<file path="src/hdl/bfbp_pkg.sv">
// Package: widths, types and codes shared by the best-fit bin packing block.
`default_nettype none
package bfbp_pkg;
  localparam int unsigned MaxBins   = 64;
  localparam int unsigned SizeBits  = 48;
  localparam int unsigned IdxBits   = $clog2(MaxBins);
  localparam int unsigned CntBits   = $clog2(MaxBins + 1);
  localparam int unsigned LabelW    = 6;
  localparam int unsigned CountW    = 7;
  localparam int unsigned FieldW    = 48;
  localparam int unsigned AddrW     = 3;
  localparam logic [SizeBits-1:0] CapReset = SizeBits'(1000);

  localparam logic [AddrW-1:0] RegCapacity = 3'd0;

  typedef enum logic [1:0] {
    ErrNone    = 2'd0,
    ErrTooBig  = 2'd1,
    ErrNoBin   = 2'd2
  } err_e;

  typedef enum logic [2:0] {
    StIdle  = 3'b001,
    StPlace = 3'b010,
    StDone  = 3'b100
  } state_e;

  typedef struct packed {
    logic load;   // latch item, clear if requested
    logic place;  // compare all bins, insert
  } cmd_t;

  typedef struct packed {
    logic             too_big;
    logic             found;
    logic [IdxBits-1:0] slot;
  } stat_t;
endpackage
`default_nettype wire

</file>
<file path="src/hdl/bfbp_ctrl.sv">
// Controller: sequences load, place and result strobe for one item.
`default_nettype none
module bfbp_ctrl import bfbp_pkg::*; (
  input  wire  clk_i,
  input  wire  rst_ni,
  input  wire  start_i,
  output logic busy_o,
  output cmd_t cmd_o,
  output logic done_o
);
  state_e state_q, state_d;

  always_comb begin
    state_d = state_q;
    cmd_o   = '0;
    unique case (state_q)
      StIdle: begin
        if (start_i) begin
          cmd_o.load = 1'b1;
          state_d    = StPlace;
        end
      end
      StPlace: begin
        cmd_o.place = 1'b1;
        state_d     = StDone;
      end
      StDone:  state_d = StIdle;
      default: state_d = StIdle;
    endcase
  end

  assign busy_o = (state_q != StIdle);
  assign done_o = (state_q == StDone);

  always_ff @(posedge clk_i or negedge rst_ni) begin
    if (!rst_ni) state_q <= StIdle;
    else         state_q <= state_d;
  end
endmodule
`default_nettype wire

</file>
<file path="config.mk">
export PLATFORM = sky130hd
export DESIGN_NAME = bfbp_ctrl
export DESIGN_NICKNAME = d
export VERILOG_FILES = /design/src/hdl/bfbp_pkg.sv /design/src/hdl/bfbp_ctrl.sv
export SDC_FILE = /design/constraint.sdc
export NUM_CORES = 1
export LEC_CHECK = 0
export BUFFER_PORTS_ARGS = -buffer_cell sky130_fd_sc_hd__buf_4
export CORE_AREA = 2 2 39 41
export CTS_CLUSTER_DIAMETER = 100
export DETAILED_ROUTE_END_ITERATION = 8
export DIE_AREA = 0 0 41 43
export SETUP_SLACK_MARGIN = 0.4
export SLEW_MARGIN = 25
export SYNTH_ARGS = -nofsm -noshare
export SYNTH_HDL_FRONTEND = slang
export SYNTH_SLANG_ARGS = --single-unit
</file>
<file path="constraint.sdc">
create_clock -name clk_i -period 3.2 [get_ports clk_i]
set_clock_uncertainty 0.15 [all_clocks]
set_input_delay 0.16 -clock clk_i [delete_from_list [all_inputs] [get_ports clk_i]]
set_output_delay 0.16 -clock clk_i [all_outputs]
set_load 0.005 [all_outputs]
</file>
* After elaboration in Yosys (flattened, before gate mapping)
Index checks and enable logic that the tools add are counted.
** Word-level totals
- Output and inout bits :: 4
- Flip-flop bits (word level) :: 3
- Input port bits :: 3
- Word-level logic and storage cells :: 11
** Cells by class
- Multiplexer cells :: 5
- Equality and inequality tests :: 5
** Operators by type and width (count)
- one-hot mux 3 bit (2 select lines) :: 1
- == test 3 x 1 -> 1 bit, second input constant :: 1
- == test 3 x 2 -> 1 bit, second input constant :: 1
- == test 3 bit, second input constant :: 1
- two-way mux 1 bit :: 3
- two-way mux 3 bit :: 1
- inequality test 3 x 1 -> 1 bit, second input constant :: 1
- inequality test 2 bit, second input constant :: 1

* Depth between registers and ports, before layout
Gate-level depths: netlist of the first run.
- Depth in word-level cells :: 2
- Gate-level depth with buffers :: 2
- Gate-level depth less buffers :: 2

* Least setup slack after synthesis of the first run
No wires, ideal clock.
- Kind :: reg-to-output
- From :: register state_q[0]
- To :: output busy_o
- Data required time :: 2.890 ns
- Stages on the path, launching flop included :: 2
- Slack :: 2.001 ns
- Data arrival time :: 0.889 ns
- Buffers on the path :: 0
- Path through :: dfstp_2 or3b_1
** Between the ends
- Word-level cells in the longest chain between the ends :: 1
** RTL lines
- start: declaration :: line bfbp_ctrl.sv:11 : state_e state_q, state_d;
- start signal: assignment :: line bfbp_ctrl.sv:36 : if (!rst_ni) state_q <= StIdle;
- start signal: assignment :: line bfbp_ctrl.sv:37 : else state_q <= state_d;
- inequality test 3 x 1 -> 1 bit :: line bfbp_ctrl.sv:32 : assign busy_o = (state_q != StIdle);
- end: declaration :: line bfbp_ctrl.sv:7 : output logic busy_o,
No other way between the ends.

* Final worst setup path of the first run
Ends and elaborated chain as after synthesis.

==> reports/metrics.sh, run 1 <==
SLEW_VIOL_FINAL=0
NUM-NETS-FINAL=25
GLOBALROUTEOVERFLOWTOTAL=0
GRT_USE_MET3=0.0628
HTREEDEPTH=1
CRIT_CHAIN='or3b_1, buf_4'
TIMING_WORST_SETUP_PATH_TYPE='register to output pin'
SYNTH_WARNINGS=0
ANTENNA_FOUND_INITIAL=0
SYNTHESIS_STAGE_REGISTER_BIT_COUNT=3
POST_CTS_BUFFERS=0
SEQCELLAREA_UM2=76.3
IRDROPWORSTVDD_uV=293
YOSYSUNIQUECELLTYPES=6
P_COMB_FRAC=0.310
CAP_VIOLATIONS=0
CLASS_OF_THE_MOST_CRITICAL_HOLD_TIMING_PATH='input pin to register'
POST_DRT_VIA_CELL_RATIO=3.11
BUSIEST_LAYER='met1'
WL_PER_CELL_UM=8.19
MAXCLOCKFREQUENCY_MHz=625
WORSTMARGINPINSLEW_PS=242
CORE_UM2=1380
POSTLAYOUTSETUPSLACKWORST_PS=1600
INSERTEDDIODECOUNT=0
FIN_TNS_SETUP_PS=0
POWER_uW=201
POWER_FRAC_CLOCK=0.329
YOSYS.AREA_SHARE.ADDER=0
USE_MET2=0.0469
DP_WORST_SETUP_SLACK_PS=1850
SYNTHSIMPLEGATEAREAFRAC=0.440
UNREPAIRED_SETUP_ENDPOINTS_AFTER_GLOBAL_ROUTING='no'
MAX-SLEW-MARGIN-REL=0.838
POWERDENSITY_nW_PER_UM2=845
DIE_AREA_UM2=1760
CLOCK_SINK_COUNT=3
NUMBER_OF_GLOBAL_ROUTE_VIAS_BEFORE_REPAIR=130
GLOBAL_ROUTE.USAGE.MET1=0.0710
MAXIMUM_NUMBER_OF_PINS_ON_ONE_NET_BEFORE_GLOBAL_ROUTE_REPAIR=7
SYNTH_COMPOUND_AREA_FRAC=0
FIN_WORST_HOLD_SLACK_PS=99.7
SYNTH_AREA_PER_CELL_UM2=13.6
PLACEMENT_ROWS=14
FLIP_FLOP_COUNT_OF_THE_LARGEST_REGISTER_AFTER_LAYOUT=3
SYNTH-SEQ-AREA-SHARE=0.560
BIGGESTREGSBYFLOPS='state_q x3'
POWER.SEQUENTIAL.FRACTION=0.361
SYN_NETS=13
FIRST_PASS_ITERS=2
RUN_STATUS='complete, no violations'
CHIPHEIGHT_UM=43
WORST_PATH_ARRIVAL_PS=1290
INTERNAL-POWER_uW=146
HOLD_VIOLATIONS=0
ROUTABILITYCONGESTION=0.610
CRIT_PATH_END_KIND='output pin'
VIA_TOTAL_AFTER_DETAILED_ROUTING=115
FINAL_CORE_AREA_UTILIZATION=0.172
DRIVE_ABOVE_1_SHARE=0.571
START_UTIL=0.0986
MAX_STAGE_DELAY_PS=560
DRT-TOTAL-WL_UM=303
DETAIL_ROUTE.DRC_VIOLATIONS=0
MULTI_INPUT_AREA_UM2=60.1
CP_DATA_REQUIRED_TIME_PS=2890
FINAL_CELLS=37
DRTITER0DRC=4
FINAL_CRITICAL_PATH_TIME_INCLUDING_I_O_DELAYS_AND_SETUP_PS=1600
YOSYS-MUX-AREA-FRACTION=0
FINALCRITPERIODSHARE=0.500
SYNTHXORXNORAREAFRAC=0
REPORT.FINAL.SETUP_VIOL=0
CLOCKBUFFERDEPTH=2
NET-SWITCHING-POWER_uW=55.3
IO-PIN-COUNT=7
FINAL_NON_FILLER_CELL_AREA_UM2=238
FLOW.AREA_GROWTH_FROM_SYNTHESIS_PCT=74.3
PLACE_AREA_UM2=201
CRITICAL_PATH_PEAK_FANOUT=6
CTS_TREE='yes'
PLACED_CELLS=32
LARGEST_REGISTER='state_q'
CRIT_SLOWEST_CELL='dfstp_2'
SYNTHCELLS=10
CLOCK-ROOT-BUFFER='clkbuf_4'
PLACEMENT.IO_BUFFERS=6
NUM-FILL-CELLS=148
SWITCHING_SHARE=0.275
SYN-CELL-AREA_UM2=136
WORST_SETUP_HOLD_PATH_CLK_SLEW_PS=40
WORST_SKEW_LATE_LATENCY_PS=230
CTS_REPAIR_RESIZE_COUNT=0
GLOBAL_ROUTE_WIRE_LENGTH_BEFORE_REPAIR_UM=572
DIE_W_UM=41
CTS_BUFFERS=3
MAIN_COMBINATIONAL_CELL_FAMILY_BY_AREA_AFTER_SYNTHESIS='simple AND/OR/NAND/NOR gates'
DETAIL-ROUTE-ANTENNA-NETS=0
STARTPOINT_TYPE='register'
P_LEAK_nW=0.104
GLOBAL_ROUTE.USAGE.TOTAL=0.0553
worst max-delay path: cells and delay by family, from the launching register on:
family / cells / cell delay, ps
buffers and inverters: 1 / 140
and+or+nand+nor: 1 / 360
DFF: 1 / 560
logic make-up (layout without fill, tap and decap cells):
kind of cell	after synthesis	in the layout
flip-flops	3	3
buffers and inverters	0	11
AND/OR/NAND/NOR	7	7
synth_stat cells, drive strengths merged:
cell type | count | area, um^2
dfrtp | 2 | 50.1
nor3b | 3 | 22.5
nor2 | 1 | 3.75
and4bb | 2 | 25.0
dfstp | 1 | 26.3
or3b | 1 | 8.76
worst paths after layout:
| path | start | end | slack (ps) | cells after the start |
|---|---|---|---|---|
| max | state_q[0] | busy_o | 1600 | 2 |
| max reg2reg | state_q[0] | state_q[0] | 2110 | 2 |
| max in group asynchronous | rst_ni | state_q[0] | 2600 | 2 |
| min reg2reg | state_q[2] | state_q[2] | 370 | 1 |
| min | start_i | state_q[1] | 100 | 2 |
| min in group asynchronous | rst_ni | state_q[1] | 110 | 2 |
placed cells by master, fill, tap and decap left out:
cell type,instances
buf_4,6
nor3b_1,3
clkbuf_4,3
and4bb_2,2
dfrtp_1,2
or3b_1,1
nor2_1,1
clkbuf_1,1
dlygate4sd3_1,1
dfstp_2,1
timing repair:
item / in CTS / in global routing
setup endpoints to repair: 0 / 0
hold buffers: 1 / 0
hold endpoints to repair: 3 / 0
per-layer routing:
metal | vias up | wire (um)
met4 | 0 | 0
met3 | 0 | 41
met5 | - | 0
met2 | 7 | 81
li1 | 60 | -
met1 | 48 | 179
power groups by stage:
stage	clock network (mW)	registers, mW	logic [mW]
final	0.0661	0.0725	0.0623
after global routing	0.0771	0.0774	0.0700
after CTS	0.0715	0.0720	0.0624
after detailed placement	0	0.0725	0.0610
after global placement	0	0.0708	0.0605
after floorplan	0	0.0676	0.0320
layout make-up:
class | instances | share of cell area
timing repair buffer | 7 | 0.232
clock buffer | 4 | 0.111
sequential | 3 | 0.321
multi-input combinational | 7 | 0.253
tap | 16 | 0.0842
No activity file was read; power rests on OpenSTA's default activity.
==> run 2, diff against run 1 <==
Clock period 3.2 ns to 1.7 ns, I/O delays scaled along.
==> run 2 against run 1 <==
Effect of this change: power grew 130%; sequential cell count unchanged; combinational power rose to 3.2 times the previous value; global-route usage decreased by 0.18 points; clock-buffer cell count unchanged; utilization grew 3.0 points; routed wire length up 23%; first-iteration DRC count shrank 100%; highest routed layer unchanged.
==> reports/metrics.sh, run 2 (synthesis gave the netlist of run 1 again) <==
RUN_STATUS='complete, no violations'
FINAL_CRITICAL_PATH_TIME_INCLUDING_I_O_DELAYS_AND_SETUP_PS=1490
STARTPOINT_TYPE='register'
ROUTABILITYCONGESTION=0.631
IRDROPWORSTVDD_uV=488
CLOCK_SINK_COUNT=3
MAXIMUM_NUMBER_OF_PINS_ON_ONE_NET_BEFORE_GLOBAL_ROUTE_REPAIR=7
FIN_WORST_HOLD_SLACK_PS=28.1
INSERTEDDIODECOUNT=0
DRTITER0DRC=0
DIE_AREA_UM2=1760
PLACEMENT_ROWS=14
CRIT_PATH_END_KIND='output pin'
WL_MET2_UM=131
P_LEAK_nW=0.123
CTS_BUFFERS=3
CRIT_SLOWEST_CELL='dfstp_2'
FLOW.AREA_GROWTH_FROM_SYNTHESIS_PCT=105
DR_WL_MET3_UM=45
LEADING_CELL_TYPE_IN_THE_LAYOUT_FILL_AND_TAPS_EXCLUDED='buf_4'
FIRST_PASS_ITERS=1
FIN_TNS_SETUP_PS=0
PLACEMENT.IO_BUFFERS=6
WORST_PATH_ARRIVAL_PS=1260
GLOBALROUTEOVERFLOWTOTAL=0
CAP_VIOLATIONS=0
ANTENNA_FOUND_INITIAL=0
GLOBAL_ROUTE.USAGE.TOTAL=0.0534
TIMING_WORST_SETUP_PATH_TYPE='register to output pin'
CLOCKBUFFERDEPTH=2
DETAIL_ROUTE.DRC_VIOLATIONS=0
CP_DATA_REQUIRED_TIME_PS=1460
DIE_W_UM=41
FLIP_FLOP_COUNT_OF_THE_LARGEST_REGISTER_AFTER_LAYOUT=3
CRITICAL-PATH-TOP-DELAY-FAMILY='flip-flops'
MAXCLOCKFREQUENCY_MHz=670
VIA_TOTAL_AFTER_DETAILED_ROUTING=131
WL_PER_CELL_UM=9.35
MAX-SLEW-MARGIN-REL=0.864
DRT-TOTAL-WL_UM=374
PATH_BUF_INV=1
GLOBAL_ROUTE_WIRE_LENGTH_BEFORE_REPAIR_UM=538
HTREEDEPTH=1
LARGEST_REGISTER='state_q'
CORE_UM2=1380
CRIT_CHAIN='or3b_1, buf_6'
POST_DRT_VIA_CELL_RATIO=3.28
WORST_SETUP_HOLD_PATH_CLK_SLEW_PS=40
MAX_STAGE_DELAY_PS=540
WL_MET1_UM=197
MOST_FREQUENT_CELLS_IN_THE_LAYOUT='buf_4, clkbuf_4'
CLOCK-ROOT-BUFFER='clkbuf_4'
UNREPAIRED_SETUP_ENDPOINTS_AFTER_GLOBAL_ROUTING='yes'
NUM-NETS-FINAL=28
CTS_TREE='yes'
CHIPHEIGHT_UM=43
BIGGESTREGSBYFLOPS='state_q x3'
DRIVE_ABOVE_1_SHARE=0.667
START_UTIL=0.0986
SLEW_VIOL_FINAL=0
FINALCRITPERIODSHARE=0.878
POWERDENSITY_nW_PER_UM2=1650
WORST_SKEW_LATE_LATENCY_PS=230
DETAIL-ROUTE-ANTENNA-NETS=0
REPORT.FINAL.SETUP_VIOL=0
IO-PIN-COUNT=7
WORSTMARGINPINSLEW_PS=203
NUMBER_OF_GLOBAL_ROUTE_VIAS_BEFORE_REPAIR=115
HOLD_VIOLATIONS=0
NUM-FILL-CELLS=162
CRITICAL_PATH_PEAK_FANOUT=4
CLASS_OF_THE_MOST_CRITICAL_HOLD_TIMING_PATH='input pin to register'
ROUTE.TOP_LAYER_USED='met3'
## run 2: per-stage QoR
stage	instances	utilization	power, mW	setup WS (ps)	instance area [um^2]
after floorplan	10	-	0.188	576	136
after global placement	32	0.146	0.251	427	201
after detailed placement	32	0.146	0.250	442	201
after CTS	39	0.186	0.419	211	258
after global routing	40	0.202	0.495	178	279
final	40	0.202	0.462	207	279
## run 2: final timing paths
check	cells after the start	slack, ps	from	to
max	2	210	state_q[0]	busy_o
min	2	30	start_i	state_q[1]
max reg2reg	4	600	state_q[0]	state_q[0]
min reg2reg	1	410	state_q[2]	state_q[2]
max in group asynchronous	2	1170	rst_ni	state_q[0]
min in group asynchronous	2	40	rst_ni	state_q[1]
## run 2: final cells by class
cell class | instances | area (um^2) | area share
Sequential cell | 3 | 76.3 | 0.274
Tap cell | 16 | 20.0 | 0.0717
Multi-Input combinational cell | 7 | 71.3 | 0.256
Timing Repair Buffer | 10 | 85.1 | 0.305
Clock buffer | 4 | 26.3 | 0.0942
## run 2: metal layers
metal,vias to the layer above,track usage
met2,7,0.0313
li1,67,-
met3,0,0.0524
met4,0,0.0600
met1,57,0.0782
met5,-,0
## run 2: repair_timing
action,4_1_cts,5_1_grt
pin swaps,2,0
endpoints found under the hold margin,3,0
hold buffers,1,0
setup buffers,2,1
cloned,0,0
gates resized for setup,1,3
endpoints found under the setup margin,3,4
## run 2: power by group
part | switching, mW | total (mW) | internal [mW]
logic | 0.0599 | 0.202 | 0.142
registers | 0.0308 | 0.135 | 0.104
clock network | 0.0368 | 0.125 | 0.0880
